===== src/hw/rtl/gfmi_pkg.sv =====
// ----------------------------------------------------------------------------
// gfmi_pkg
// shared types and constants of the gf(2^8) matrix inverter
// ----------------------------------------------------------------------------
package gfmi_pkg;
   localparam int unsigned ElemW  = 8;
   localparam int unsigned IdxW   = 3;
   localparam int unsigned SizeW  = 4;
   localparam int unsigned PolyW  = 9;

   localparam logic [0:0] CsrMatrixSize = 1'b0;
   localparam logic [0:0] CsrFieldPoly  = 1'b1;

   localparam logic KindLoad   = 1'b0;
   localparam logic KindInvert = 1'b1;

   // operands of the shared multiplier
   typedef struct packed {
      logic [ElemW-1:0] a;
      logic [ElemW-1:0] b;
   } mul_req_type;
endpackage


===== src/hw/rtl/gfmi_mul.sv =====
// ----------------------------------------------------------------------------
// gfmi_mul
// combinational gf(2^8) multiplier, reduced by the low bits of the polynomial
// ----------------------------------------------------------------------------
module gfmi_mul (
   input  gfmi_pkg::mul_req_type     req,
   input  logic [7:0]                poly,
   output logic [7:0]                prod
);
   import gfmi_pkg::*;

   always_comb begin
      logic [7:0] x;
      logic [7:0] r;
      x = req.a;
      r = '0;
      for (int i = 0; i < 8; i++) begin
         if (req.b[i]) begin
            r = r ^ x;
         end
         x = x[7] ? ({x[6:0], 1'b0} ^ poly) : {x[6:0], 1'b0};
      end
      prod = r;
   end
endmodule


===== src/hw/rtl/gf256_matrix_invert.sv =====
// ----------------------------------------------------------------------------
// gf256_matrix_invert
// gauss-jordan inversion of a square matrix over gf(2^8)
// ----------------------------------------------------------------------------
// Load items (kind 0) write one element. An invert item (kind 1) builds [A|I]
// in a 2*MAX_N column memory and eliminates it with one shared field
// multiplier and one memory with a registered read port. That port sets the
// pace. A scale step works over the 2n columns in use, and a row operation
// works over them element by element (read source, read destination, write
// back). A row swap works over all 2*MAX_N columns. The pivot inverse is
// a^254, built from 15 products on the same multiplier. Then come the n*n
// results, or one singular result. Each result is loaded into the output
// register when that register is empty or being taken. The block is not ready
// until the last result has been taken.
// ----------------------------------------------------------------------------
module gf256_matrix_invert #(
   parameter int unsigned MAX_N = 8
) (
   input  logic        clock,
   input  logic        reset,
   input  logic        req_tvalid,
   output logic        req_tready,
   input  logic [15:0] req_tdata,   // row[2:0], col[5:3], value[13:6], zero pad
   input  logic        req_tuser,   // kind
   output logic        rsp_tvalid,
   input  logic        rsp_tready,
   output logic [15:0] rsp_tdata,   // out_row[2:0], out_col[5:3], out_value[13:6], pad
   output logic [0:0]  rsp_tuser,   // singular
   output logic        rsp_tlast,
   input  logic        csr_we,
   input  logic [0:0]  csr_index,
   input  logic [8:0]  csr_wdata
);
   import gfmi_pkg::*;

   localparam int unsigned CW = $clog2(2 * MAX_N);
   localparam int unsigned RW = (MAX_N > 1) ? $clog2(MAX_N) : 1;
   localparam int unsigned Depth = MAX_N * 2 * MAX_N;

   localparam logic [3:0] SIdle = 4'd0, SIdent = 4'd1, SPivRd = 4'd2, SSearch = 4'd3,
      SSwap = 4'd4, SInv = 4'd5, SScale = 4'd6, SFacRd = 4'd7, SRowOp = 4'd8,
      SNext = 4'd9, SOut = 4'd10, SSing = 4'd11, SWait = 4'd12;

   logic [SizeW-1:0] size_ff;
   logic [7:0]       poly_ff;
   logic [3:0]       state_ff;
   logic [RW-1:0]    n1_ff;      // n - 1
   logic [RW-1:0]    r_ff, k_ff;
   logic [CW:0]      c_ff;
   logic [1:0]       ph_ff;
   logic             pass2_ff;
   logic [7:0]       fac_ff, inv_ff, base_ff, tmp_ff;
   logic [3:0]       e_ff;
   logic [7:0]       mem [Depth];
   logic [7:0]       rd_ff;
   logic             rsp_v_ff;
   logic [IdxW-1:0]  or_ff, oc_ff;
   logic [7:0]       ov_ff;
   logic             ol_ff, os_ff;
   logic             rsp_load;

   mul_req_type mreq;
   logic [7:0]  mprod;
   gfmi_mul u_mul (.req(mreq), .poly(poly_ff), .prod(mprod));

   function automatic logic [$clog2(Depth)-1:0] addr(input logic [RW-1:0] r,
                                                    input logic [CW-1:0] c);
      return $clog2(Depth)'(r * 2 * MAX_N + c);
   endfunction

   logic [RW:0] n_w;
   assign n_w = {1'b0, n1_ff} + 1'b1;
   logic [CW:0] cols_w;
   assign cols_w = (CW+1)'(2 * n_w);

   logic        we;
   logic [$clog2(Depth)-1:0] wa, ra;
   logic [7:0]  wd;

   always_comb begin
      we = 1'b0; wa = '0; wd = '0; ra = '0;
      mreq.a = fac_ff; mreq.b = rd_ff;
      unique case (state_ff)
         SIdle: begin
            we = req_tvalid && req_tuser == KindLoad && rsp_v_ff == 1'b0;
            wa = addr(RW'(req_tdata[2:0]), CW'(req_tdata[5:3]));
            wd = req_tdata[13:6];
         end
         SIdent: begin
            we = 1'b1;
            wa = addr(r_ff, CW'(n_w + RW'(k_ff)));
            wd = {7'd0, r_ff == k_ff};
         end
         SPivRd: ra = addr(r_ff, CW'(r_ff));
         SSearch: ra = addr(k_ff, CW'(r_ff));
         SSwap: begin
            // ph 0 read k, ph 1 write r and read r, ph 2 read r, ph 3 write k
            ra = (ph_ff == 2'd0) ? addr(k_ff, c_ff[CW-1:0]) : addr(r_ff, c_ff[CW-1:0]);
            we = ph_ff[0];
            wa = (ph_ff == 2'd1) ? addr(r_ff, c_ff[CW-1:0]) : addr(k_ff, c_ff[CW-1:0]);
            wd = (ph_ff == 2'd1) ? rd_ff : tmp_ff;
         end
         SInv: begin
            mreq.a = ph_ff[0] ? inv_ff : base_ff;
            mreq.b = base_ff;
         end
         SScale: begin
            ra = addr(r_ff, c_ff[CW-1:0]);
            mreq.a = inv_ff;
            we = ph_ff[0];
            wa = addr(r_ff, c_ff[CW-1:0]);
            wd = mprod;
         end
         SFacRd: ra = addr(k_ff, CW'(r_ff));
         SRowOp: begin
            // ph 0 read src, ph 1 read dst, ph 2 write dst
            ra = ph_ff[0] ? addr(k_ff, c_ff[CW-1:0]) : addr(r_ff, c_ff[CW-1:0]);
            we = ph_ff == 2'd2;
            wa = addr(k_ff, c_ff[CW-1:0]);
            mreq.b = tmp_ff;
            wd = rd_ff ^ mprod;
         end
         SOut: ra = addr(r_ff, CW'(n_w + RW'(k_ff)));
         default: ;
      endcase
   end

   always_ff @(posedge clock) begin
      if (we) mem[wa] <= wd;
      rd_ff <= mem[ra];
   end

   assign req_tready = (state_ff == SIdle) && !rsp_v_ff;

   // a new result goes into the output register when it is empty or being taken
   assign rsp_load = ((state_ff == SOut && ph_ff != 2'd0) || state_ff == SSing) &&
                     (!rsp_v_ff || rsp_tready);

   always_ff @(posedge clock) begin
      if (reset) begin
         size_ff <= 4'd8; poly_ff <= 8'h1D; state_ff <= SIdle; rsp_v_ff <= 1'b0;
      end else begin
         if (csr_we && csr_index == CsrMatrixSize) size_ff <= csr_wdata[3:0];
         if (csr_we && csr_index == CsrFieldPoly) poly_ff <= csr_wdata[7:0];
         if (rsp_load) rsp_v_ff <= 1'b1;
         else if (rsp_tready) rsp_v_ff <= 1'b0;
         unique case (state_ff)
            SIdle: if (req_tvalid && req_tready && req_tuser == KindInvert) begin
               n1_ff <= (size_ff == 0) ? '0 : (size_ff > MAX_N) ? RW'(MAX_N - 1)
                        : RW'(size_ff - 1'b1);
               r_ff <= '0; k_ff <= '0; pass2_ff <= 1'b0; state_ff <= SIdent;
            end
            SIdent: begin
               if (k_ff == n1_ff) begin
                  k_ff <= '0;
                  if (r_ff == n1_ff) begin r_ff <= '0; state_ff <= SPivRd; end
                  else r_ff <= r_ff + 1'b1;
               end else k_ff <= k_ff + 1'b1;
               ph_ff <= '0;
            end
            SPivRd: begin
               if (ph_ff == 0) ph_ff <= 2'd1;
               else begin
                  ph_ff <= '0; c_ff <= '0;
                  if (rd_ff == 0) begin
                     if (r_ff == n1_ff) state_ff <= SSing;
                     else begin k_ff <= r_ff + 1'b1; state_ff <= SSearch; end
                  end else if (rd_ff == 8'd1) begin
                     k_ff <= r_ff + 1'b1;
                     state_ff <= (r_ff == n1_ff) ? SNext : SFacRd;
                  end else begin
                     base_ff <= rd_ff; inv_ff <= 8'd1; e_ff <= '0; state_ff <= SInv;
                  end
               end
            end
            SSearch: begin
               if (ph_ff == 0) ph_ff <= 2'd1;
               else begin
                  ph_ff <= '0;
                  if (rd_ff != 0) state_ff <= SSwap;
                  else if (k_ff == n1_ff) state_ff <= SSing;
                  else k_ff <= k_ff + 1'b1;
               end
            end
            SSwap: begin
               if (ph_ff == 2'd0) ph_ff <= 2'd1;
               else if (ph_ff == 2'd1) begin tmp_ff <= rd_ff; ph_ff <= 2'd2; end
               else if (ph_ff == 2'd2) begin tmp_ff <= rd_ff; ph_ff <= 2'd3; end
               else begin
                  ph_ff <= '0;
                  // whole rows trade places, including columns outside the used size
                  if (c_ff == (CW+1)'(2 * MAX_N - 1)) begin
                     c_ff <= '0; state_ff <= SPivRd;
                  end else c_ff <= c_ff + 1'b1;
               end
            end
            SInv: begin
               // a^254: bits 1..7 of 254 are set, bit 0 clear
               if (ph_ff[0]) begin inv_ff <= mprod; ph_ff <= 2'd0; end
               else begin
                  base_ff <= mprod; e_ff <= e_ff + 1'b1;
                  if (e_ff == 4'd7) begin
                     ph_ff <= '0; c_ff <= '0; state_ff <= SScale;
                  end else ph_ff <= 2'd1;
               end
            end
            SScale: begin
               if (ph_ff == 0) ph_ff <= 2'd1;
               else begin
                  ph_ff <= '0;
                  if (c_ff == cols_w - 1'b1) begin
                     c_ff <= '0; k_ff <= r_ff + 1'b1;
                     state_ff <= (r_ff == n1_ff) ? SNext : SFacRd;
                  end else c_ff <= c_ff + 1'b1;
               end
            end
            SFacRd: begin
               if (ph_ff == 0) ph_ff <= 2'd1;
               else begin
                  ph_ff <= '0; c_ff <= '0; fac_ff <= rd_ff;
                  if (rd_ff != 0) state_ff <= SRowOp;
                  else if (!pass2_ff && k_ff != n1_ff) k_ff <= k_ff + 1'b1;
                  else if (pass2_ff && k_ff + 1'b1 != r_ff) k_ff <= k_ff + 1'b1;
                  else state_ff <= SNext;
               end
            end
            SRowOp: begin
               if (ph_ff == 2'd0) ph_ff <= 2'd1;
               else if (ph_ff == 2'd1) begin tmp_ff <= rd_ff; ph_ff <= 2'd2; end
               else begin
                  ph_ff <= '0;
                  if (c_ff == cols_w - 1'b1) begin
                     c_ff <= '0;
                     if (!pass2_ff && k_ff != n1_ff) begin
                        k_ff <= k_ff + 1'b1; state_ff <= SFacRd;
                     end else if (pass2_ff && k_ff + 1'b1 != r_ff) begin
                        k_ff <= k_ff + 1'b1; state_ff <= SFacRd;
                     end else state_ff <= SNext;
                  end else c_ff <= c_ff + 1'b1;
               end
            end
            SNext: begin
               ph_ff <= '0;
               if (!pass2_ff) begin
                  if (r_ff == n1_ff) begin
                     pass2_ff <= 1'b1;
                     if (n1_ff == 0) begin r_ff <= '0; k_ff <= '0; state_ff <= SOut; end
                     else begin r_ff <= RW'(1); k_ff <= '0; state_ff <= SFacRd; end
                  end else begin r_ff <= r_ff + 1'b1; state_ff <= SPivRd; end
               end else if (r_ff == n1_ff) begin
                  r_ff <= '0; k_ff <= '0; state_ff <= SOut;
               end else begin
                  r_ff <= r_ff + 1'b1; k_ff <= '0; state_ff <= SFacRd;
               end
            end
            SOut: begin
               if (ph_ff == 0) ph_ff <= 2'd1;
               else if (rsp_load) begin
                  ov_ff <= rd_ff; os_ff <= 1'b0;
                  or_ff <= IdxW'(r_ff); oc_ff <= IdxW'(k_ff);
                  ol_ff <= (r_ff == n1_ff) && (k_ff == n1_ff);
                  ph_ff <= '0;
                  if (k_ff == n1_ff) begin
                     k_ff <= '0;
                     if (r_ff == n1_ff) state_ff <= SWait;
                     else r_ff <= r_ff + 1'b1;
                  end else k_ff <= k_ff + 1'b1;
               end
            end
            SSing: if (rsp_load) begin
               ov_ff <= '0; or_ff <= '0; oc_ff <= '0;
               ol_ff <= 1'b1; os_ff <= 1'b1; state_ff <= SWait;
            end
            SWait: state_ff <= SIdle;
            default: state_ff <= SIdle;
         endcase
      end
   end

   assign rsp_tvalid = rsp_v_ff;
   assign rsp_tdata  = {2'b00, ov_ff, oc_ff, or_ff};
   assign rsp_tuser  = os_ff;
   assign rsp_tlast  = ol_ff;

   a_busy: assert property (@(posedge clock) disable iff (reset)
      (state_ff != SIdle) |-> !req_tready) else $error("ready while busy");
   a_hold: assert property (@(posedge clock) disable iff (reset)
      (rsp_tvalid && !rsp_tready) |=> $stable(rsp_tdata)) else $error("rsp moved");
   a_sing: assert property (@(posedge clock) disable iff (reset)
      (rsp_tvalid && rsp_tuser[0]) |-> rsp_tlast) else $error("singular not last");
endmodule

===== config.mk =====
export PLATFORM = sky130hd
export DESIGN_NAME = gf256_matrix_invert
export DESIGN_NICKNAME = d
export VERILOG_FILES = /design/src/hw/rtl/gfmi_pkg.sv /design/src/hw/rtl/gfmi_mul.sv /design/src/hw/rtl/gf256_matrix_invert.sv
export SDC_FILE = /design/constraint.sdc
export NUM_CORES = 2
export LEC_CHECK = 0
export ABC_CLOCK_PERIOD_IN_PS = 24500
export BUFFER_PORTS_ARGS = -buffer_cell sky130_fd_sc_hd__buf_4
export CAP_MARGIN = 30
export CORE_UTILIZATION = 50
export CTS_BUF_LIST = sky130_fd_sc_hd__clkbuf_4 sky130_fd_sc_hd__clkbuf_8
export CTS_CLUSTER_DIAMETER = 50
export DETAILED_ROUTE_END_ITERATION = 8
export PLACE_DENSITY_LB_ADDON = 0.05
export SYNTH_ARGS = -nofsm -noshare
export SYNTH_HDL_FRONTEND = slang
export SYNTH_SLANG_ARGS = --single-unit

===== constraint.sdc =====
create_clock -name clock -period 24.5 [get_ports clock]
set_input_delay 1.225 -clock clock [delete_from_list [all_inputs] [get_ports clock]]
set_output_delay 1.225 -clock clock [all_outputs]
set_load 0.03 [all_outputs]

# ---- After elaboration in Yosys (flattened, before gate mapping)
# Memory sizes are Yosys's and may differ from the RTL's. A register that Yosys moved wholly into a read port is not among the register bits.
# Cells that the tools add are included.
dict set report totals {
  output_inout_bits 20
  elab_cells 331
  ram_bits 1024
  memories 1
  reg_bits 86
}
dict set report classes {
  eq_ne 60
  mux 166
  addsub 14
  n_bitwise 20
  n_lt_le_gt_ge 1
  reduce_logical 49
}
# name words width rd rd_ports_with_merged_regs write_ports line
set mem_list {}
lappend mem_list {mem 128 8 1 1 1 gf256_matrix_invert.sv:54} ;# logic [7:0] mem [Depth];
# cell n
set ops {}
lappend ops {{8-bit two-way mux} 32}
lappend ops {{4-bit two-way mux} 41}
lappend ops {{8-bit bitwise XOR} 15}
lappend ops {{3-bit two-way mux} 35}
lappend ops {{8-bit one-hot mux with 2 select lines} 6}
lappend ops {{5-bit two-way mux} 11}
lappend ops {{2-bit inequality test (second input constant)} 27}
lappend ops {{4-bit one-hot mux with 12 select lines} 1}
lappend ops {{7-bit one-hot mux with 6 select lines} 1}
lappend ops {{8-bit one-hot mux with 5 select lines} 1}
lappend ops {{7-bit one-hot mux with 5 select lines} 1}
lappend ops {{3-bit one-hot mux with 9 select lines} 1}
lappend ops {{5-bit one-hot mux with 5 select lines} 1}
lappend ops {{25-bit AND reduction} 1}
lappend ops {{7-bit by 3-bit adder with 7-bit output} 3}
lappend ops {{7-bit by 4-bit adder with 7-bit output} 3}
lappend ops {{7-bit two-way mux} 3}
lappend ops {{3-bit inequality test (second input constant)} 7}
lappend ops {{4-bit by 3-bit == test with 1-bit output (second input constant)} 5}
lappend ops {{19-bit AND reduction} 1}
lappend ops {{4-bit == test (second input constant)} 4}
lappend ops {{1-bit two-way mux} 16}
lappend ops {{2-bit two-way mux} 7}
lappend ops {{1-bit logical AND} 12}
lappend ops {{45 further kinds} 75}

# ---- Depth between registers and ports, before layout
dict set report logic_depth {
  word_depth 20
  mapped_depth 20
  mapped_depth_nobuf 15
}

# ---- Cells and area by module
# From an unflattened synthesis, not the netlist that was laid out.
dict set report unflattened {
  cells_unflattened 4071
  hier_area_um2 49277.3
}
# module cells_each area_per_inst_um2 seq_area_each_um2 instances
set by_module_without_submodules {}
lappend by_module_without_submodules {gf256_matrix_invert 3656 46588.4 33322.0 1}
lappend by_module_without_submodules {gfmi_mul 415 2688.8 0.0 1}

# ---- Worst setup path before layout
# Ideal clock, no wire load.
dict set report synth_timing {
  path_type {flip-flop to flip-flop}
  from {register ph_ff[0]}
  to {memory mem[0][1] (data pin)}
  path_buffers 3
  arrival_ns 8.784
  setup_ns 1.197
  path_stages_with_launch 19
  required_ns 23.303
  slack_ns 14.520
  cell_sequence {edfxtp_1 -> inv_2 -> buf_2 -> o21ai_4 -> a221o_1 -> buf_4 -> xnor2_2 -> and3_1 -> o311ai_0 -> o21ai_0 -> o21a_1 -> o21ai_0 -> buf_2 -> nand3_1 -> a221o_1 -> xor2_1 -> xnor2_1 -> xnor2_1 -> o21ai_0}
}
dict set report synth_via {
  elab_chain_len 20
  word_cells_on_any_way 35
  classes_between {eq/ne (1); mux (19); bitwise (15)}
}
# element line
set synth_rtl {}
lappend synth_rtl {{from (decl)} gf256_matrix_invert.sv:50} ;# logic [1:0] ph_ff;
lappend synth_rtl {{from (signal assigned)} gf256_matrix_invert.sv:159} ;# ph_ff <= '0;
lappend synth_rtl {{from (signal assigned)} gf256_matrix_invert.sv:162} ;# if (ph_ff == 0) ph_ff <= 2'd1;
lappend synth_rtl {{from (signal assigned)} gf256_matrix_invert.sv:164} ;# ph_ff <= '0; c_ff <= '0;
lappend synth_rtl {{8-bit two-way mux} gf256_matrix_invert.sv:104} ;# mreq.a = ph_ff[0] ? inv_ff : base_ff;
lappend synth_rtl {{8-bit one-hot mux with 2 select lines} gf256_matrix_invert.sv:83} ;# unique case (state_ff)
lappend synth_rtl {{8-bit bitwise XOR} gfmi_mul.sv:21} ;# x = x[7] ? ({x[6:0], 1'b0} ^ poly) : {x[6:0], 1'b0};
lappend synth_rtl {{8-bit two-way mux} gfmi_mul.sv:21}
lappend synth_rtl {{8-bit bitwise XOR} gfmi_mul.sv:19} ;# r = r ^ x;
lappend synth_rtl {{8-bit two-way mux} gfmi_mul.sv:18} ;# if (req.b[i]) begin
lappend synth_rtl {{8-bit bitwise XOR} gfmi_mul.sv:19}
lappend synth_rtl {{8-bit two-way mux} gfmi_mul.sv:18}
lappend synth_rtl {{[... 5 more ...]} --}
lappend synth_rtl {{8-bit two-way mux} gfmi_mul.sv:18}
lappend synth_rtl {{8-bit bitwise XOR} gfmi_mul.sv:19}
lappend synth_rtl {{8-bit two-way mux} gfmi_mul.sv:18}
lappend synth_rtl {{8-bit bitwise XOR} gfmi_mul.sv:19}
lappend synth_rtl {{8-bit two-way mux} gfmi_mul.sv:18}
lappend synth_rtl {{8-bit bitwise XOR} gf256_matrix_invert.sv:121} ;# wd = rd_ff ^ mprod;
lappend synth_rtl {{8-bit one-hot mux with 5 select lines (*)} gf256_matrix_invert.sv:83}
lappend synth_rtl {{net wd[1]} gf256_matrix_invert.sv:78} ;# logic [7:0] wd;
lappend synth_rtl {{to (decl)} gf256_matrix_invert.sv:54}
# The timed path passes the listed nets; every way through them passes the cells marked *.

# ---- Final worst setup path
dict set report layout_timing {
  from {register state_ff[0]}
  to {memory mem[0][5] (data pin)}
}
dict set report layout_via {
  elab_chain_len 20
  word_cells_on_any_way 39
  classes_between {eq/ne (5); mux (18); bitwise (15); reduce/logical (1)}
}
# element line
set layout_rtl {}
lappend layout_rtl {{from (decl)} gf256_matrix_invert.sv:46} ;# logic [3:0] state_ff;
lappend layout_rtl {{from (signal assigned)} gf256_matrix_invert.sv:166} ;# if (r_ff == n1_ff) state_ff <= SSing;
lappend layout_rtl {{from (signal assigned)} gf256_matrix_invert.sv:167} ;# else begin k_ff <= r_ff + 1'b1; state_ff <= SSearch; end
lappend layout_rtl {{from (signal assigned)} gf256_matrix_invert.sv:170} ;# state_ff <= (r_ff == n1_ff) ? SNext : SFacRd;
lappend layout_rtl {{4-bit by 3-bit == test with 1-bit output} gf256_matrix_invert.sv:83}
lappend layout_rtl {{8-bit one-hot mux with 2 select lines} gf256_matrix_invert.sv:83}
lappend layout_rtl {{8-bit bitwise XOR} gfmi_mul.sv:21}
lappend layout_rtl {{8-bit two-way mux} gfmi_mul.sv:21}
lappend layout_rtl {{8-bit bitwise XOR (on tied branches)} {gfmi_mul.sv:19, gfmi_mul.sv:21}}
lappend layout_rtl {{8-bit two-way mux (on tied branches)} {gfmi_mul.sv:18, gfmi_mul.sv:21}}
lappend layout_rtl {{8-bit bitwise XOR (on tied branches)} {gfmi_mul.sv:19, gfmi_mul.sv:21}}
lappend layout_rtl {{8-bit two-way mux (on tied branches)} {gfmi_mul.sv:18, gfmi_mul.sv:21}}
lappend layout_rtl {{[... 5 more ...]} --}
lappend layout_rtl {{8-bit two-way mux} gfmi_mul.sv:18}
lappend layout_rtl {{8-bit bitwise XOR} gfmi_mul.sv:19}
lappend layout_rtl {{8-bit two-way mux} gfmi_mul.sv:18}
lappend layout_rtl {{8-bit bitwise XOR} gfmi_mul.sv:19}
lappend layout_rtl {{8-bit two-way mux} gfmi_mul.sv:18}
lappend layout_rtl {{8-bit bitwise XOR} gf256_matrix_invert.sv:121}
lappend layout_rtl {{8-bit one-hot mux with 5 select lines (*)} gf256_matrix_invert.sv:83}
lappend layout_rtl {{net wd[5]} gf256_matrix_invert.sv:78}
# Marked as above.

==> out/metrics.yaml <==
status:
  run_status: "finished clean"
synthesis:
  netlist_area_mm2: 0.0498
  syn-instance-count: 4274
  synth_edf_count: 1093
  yosysWarnings: 0
  synth.distinct_cells: 86
  async_flop_share_pct: 0
  ys_ff_latch: 1118
  ys.flop_type: "edfxtp_1"
  ys_seq_area_share_pct: 66.9
  syn_area_per_cell_um2: 11.7
floorplanning:
  die-area_mm2: 0.101
  start_util_pct: 50.6
  die_w_um: 318
  die_h_um: 318
  core_mm2: 0.0986
  pin_count: 52
  fp-row-count: 115
sta:
  tightestPinTransition_ns: 1.04
  relSlewSlack_pct: 30.5
  hold_viol_final: 0
  setup_violations: 0
  skew_ns: 0.0540
  rsz0062_at_grt: "false"
  timing.final.ws_setup_ns: 16.67
  hold_ws_ns: 0.517
  post-route-period-util_pct: 31.9
  period_needed_ns: 7.83
  fmax_mhz: 128
  slew_viol_final: 0
  tns_ns: 0
global_routing:
  grt_max_degree: 162
  gr-total-overflow: 0
  grt_pass1_vias: 32100
  antenna_found_initial: 1
  grtUsageTotal_pct: 26.2
  grt_pass1_wl_um: 201000
drt:
  vias_per_cell: 5.93
  route.detailed.drc: 0
  wl_per_cell_um: 23.4
  firstDrtPassIters: 5
  final_antenna_net_count: 0
  vias: 33800
  routed_wl_um: 134000
  drt_iter0_drc: 3322
setup_path:
  cp-start-kind: "register"
  rr_worst_depth: 18
  arrival_ns: 8.46
  worstSetupPathType: "register to register"
  crit_path_max_fanout: 56
  cp.required_ns: 25.13
  ff2ff_setup_slack_ns: 16.67
  end_kind: "register"
  reg2reg_to: "mem[0][5]$_DFFE_PP_"
  r2r_start: "state_ff[0]$_SDFFE_PP0P_"
cts:
  cts_buffers: 184
  cts_resized: 0
  clk_latency_ns: 0.88
  cts_max_path_buffers: 3
  cts_max_level: 4
  cts_setup_buffers: 0
  hold_buffers: 0
  cts.clk_slew.worst_paths_ns: 0.07
  cts_num_sinks: 1118
  clk_root_buffer_cell: "clkbuf_8"
  cts_tree: "built"
layout:
  final_cell_mix: "1170 x nand2_1, 1093 x edfxtp_1, 307 x nand3_1"
  final_layout_size_suffix_gt1_share_pct: 10.9
  final_nets: 4317
  synthToLayoutAreaGrowth_pct: 10.7
  mostFrequentLayoutCell: "nand2_1"
  n_fill_cell: 8307
worst_hold_path:
  hp-class: "register to register"
  hold_start: "size_ff[1]$_SDFFE_PP0P_"
  min_to: "size_ff[1]$_SDFFE_PP0P_"
  min_delay_path_depth: 2
place:
  dp_slack_ns: 16.45
  place_hpwl_um: 74400
  portBuffers: 46
  gp_congestion: 0.867
power_and_ir_drop:
  pwr_density_cell_mw_per_mm2: 136
  p_leak_nw: 19.2
  ir_worst_vdd_uv: 96.0
run:
  drv_cap: 0
[how the worst max path moves through the flow]
stage / cells past startpoint / slack (ns) / to / from
5_1_grt: 19 / 16.23 / mem[50][6]$_DFFE_PP_ / state_ff[3]$_SDFFE_PP0P_
4_1_cts: 17 / 16.41 / mem[24][3]$_DFFE_PP_ / state_ff[0]$_SDFFE_PP0P_
3_3_place_gp: 17 / 16.50 / mem[41][3]$_DFFE_PP_ / state_ff[0]$_SDFFE_PP0P_
6_report: 18 / 16.67 / mem[0][5]$_DFFE_PP_ / state_ff[0]$_SDFFE_PP0P_
2_1_floorplan: 18 / 14.52 / mem[0][1]$_DFFE_PP_ / ph_ff[0]$_DFFE_PP_
3_5_place_dp: 17 / 16.45 / mem[28][3]$_DFFE_PP_ / state_ff[0]$_SDFFE_PP0P_
[kinds of logic (layout without fill, tap and decap cells)]
group / Yosys count / in the layout / synth area share [%]
flops: 1118 / 1118 / 66.9
compound gates: 670 / 670 / 9.77
mux: 40 / 40 / 0.851
other cells: 1 / 5 / 0.00752
buf+inv: 344 / 486 / 2.68
simple gates: 1962 / 1962 / 16.9
xor+xnor: 122 / 122 / 2.44
fa+ha+maj: 17 / 17 / 0.442
[cell usage after synthesis (8+ instances only)]
cell type | count | share of area, %
o221ai_1 | 8 | 0.14
o22ai_1 | 8 | 0.10
a311oi_1 | 197 | 3.5
inv_1 | 25 | 0.19
mux2i_1 | 21 | 0.42
buf_1 | 34 | 0.26
and3_1 | 144 | 1.8
a22oi_1 | 21 | 0.32
nand2b_1 | 11 | 0.14
nor2_1 | 221 | 1.7
a21o_1 | 24 | 0.36
dfxtp_1 | 25 | 1.0
o21ai_0 | 65 | 0.65
xor2_1 | 32 | 0.56
mux2_2 | 19 | 0.43
and2_1 | 24 | 0.30
nand3_1 | 307 | 3.1
a221o_1 | 11 | 0.22
o211ai_1 | 12 | 0.18
nand2_1 | 1171 | 8.8
clkbuf_1 | 267 | 2.0
a31oi_1 | 72 | 0.90
buf_4 | 8 | 0.12
or3_1 | 10 | 0.13
a21oi_1 | 125 | 1.3
nor3_1 | 27 | 0.27
a211o_1 | 8 | 0.14
a211oi_1 | 62 | 0.93
xnor2_1 | 77 | 1.4
ha_1 | 16 | 0.40
edfxtp_1 | 1093 | 66
nor2b_1 | 11 | 0.14
[sequential cells by signal, summed over array words and instances (netlist names), 2 cells and up]
signal	count
oc_ff	3
state_ff	4
or_ff	3
poly_ff	8
mem	1024
base_ff	8
k_ff	3
size_ff	4
r_ff	3
e_ff	4
tmp_ff	8
inv_ff	8
n1_ff	3
rd_ff	8
c_ff	5
ov_ff	8
ph_ff	2
fac_ff	8
[metrics by stage]
| stage | cells | instance area, um2 | total power [mW] | util, % |
|---|---|---|---|---|
| final | 5707 | 55200 | 7.50 | 56.0 |
| after global routing | 5707 | 55200 | 7.85 | 56.0 |
| after CTS | 5695 | 55000 | 7.49 | 55.8 |
| after detailed placement | 5360 | 51300 | 5.85 | 52.1 |
| after global placement | 5357 | 51300 | 5.82 | 52.1 |
| after floorplan | 4275 | 49800 | 4.78 | - |
[area by class of cell]
cell class	instances	area, um2	share of cell area, %
antenna	3	7.51	0.0136
clock buffer	258	3100	5.62
clock inverter	77	561	1.02
inverter	27	101	0.184
multi-input combinational	2813	15400	27.9
sequential	1118	33300	60.4
tap	1287	1610	2.92
timing repair buffer	124	1100	2.00
[worst max-delay path: stages (launching register included)]
cell	delay [ns]
dfxtp_1	0.31
buf_4	0.36
and2b_4	0.29
o2111ai_2	0.43
and3_1	0.68
o21ai_1	0.18
o211ai_2	0.15
xor2_2	0.82
nor3_1	0.20
nor3_1	0.72
o21ai_0	0.22
xor2_1	0.41
a21oi_1	0.10
xnor2_1	0.16
xnor2_1	0.34
xnor3_1	0.43
o221ai_4	0.80
buf_4	0.56
buf_16	0.29
[report_power, final]
part / internal (mW) / switching [mW] / leakage, nW / total, mW
sequential: 2.66 / 0.0605 / 10.1 / 2.72
clock: 0.883 / 0.751 / 1.93 / 1.63
combinational: 0.893 / 2.25 / 7.12 / 3.14
total: 4.44 / 3.06 / 19.2 / 7.50
[metal layers]
layer / track usage [%] / vias up / part of all wire (%)
met2: 41.8 / 1034 / 48
met3: 3.96 / 253 / 5.7
li1: - / 15800 / -
met5: 0 / - / 0
met4: 9.45 / 0 / 2.9
met1: 36.6 / 16800 / 44
Power figures use the tool's default switching activity.
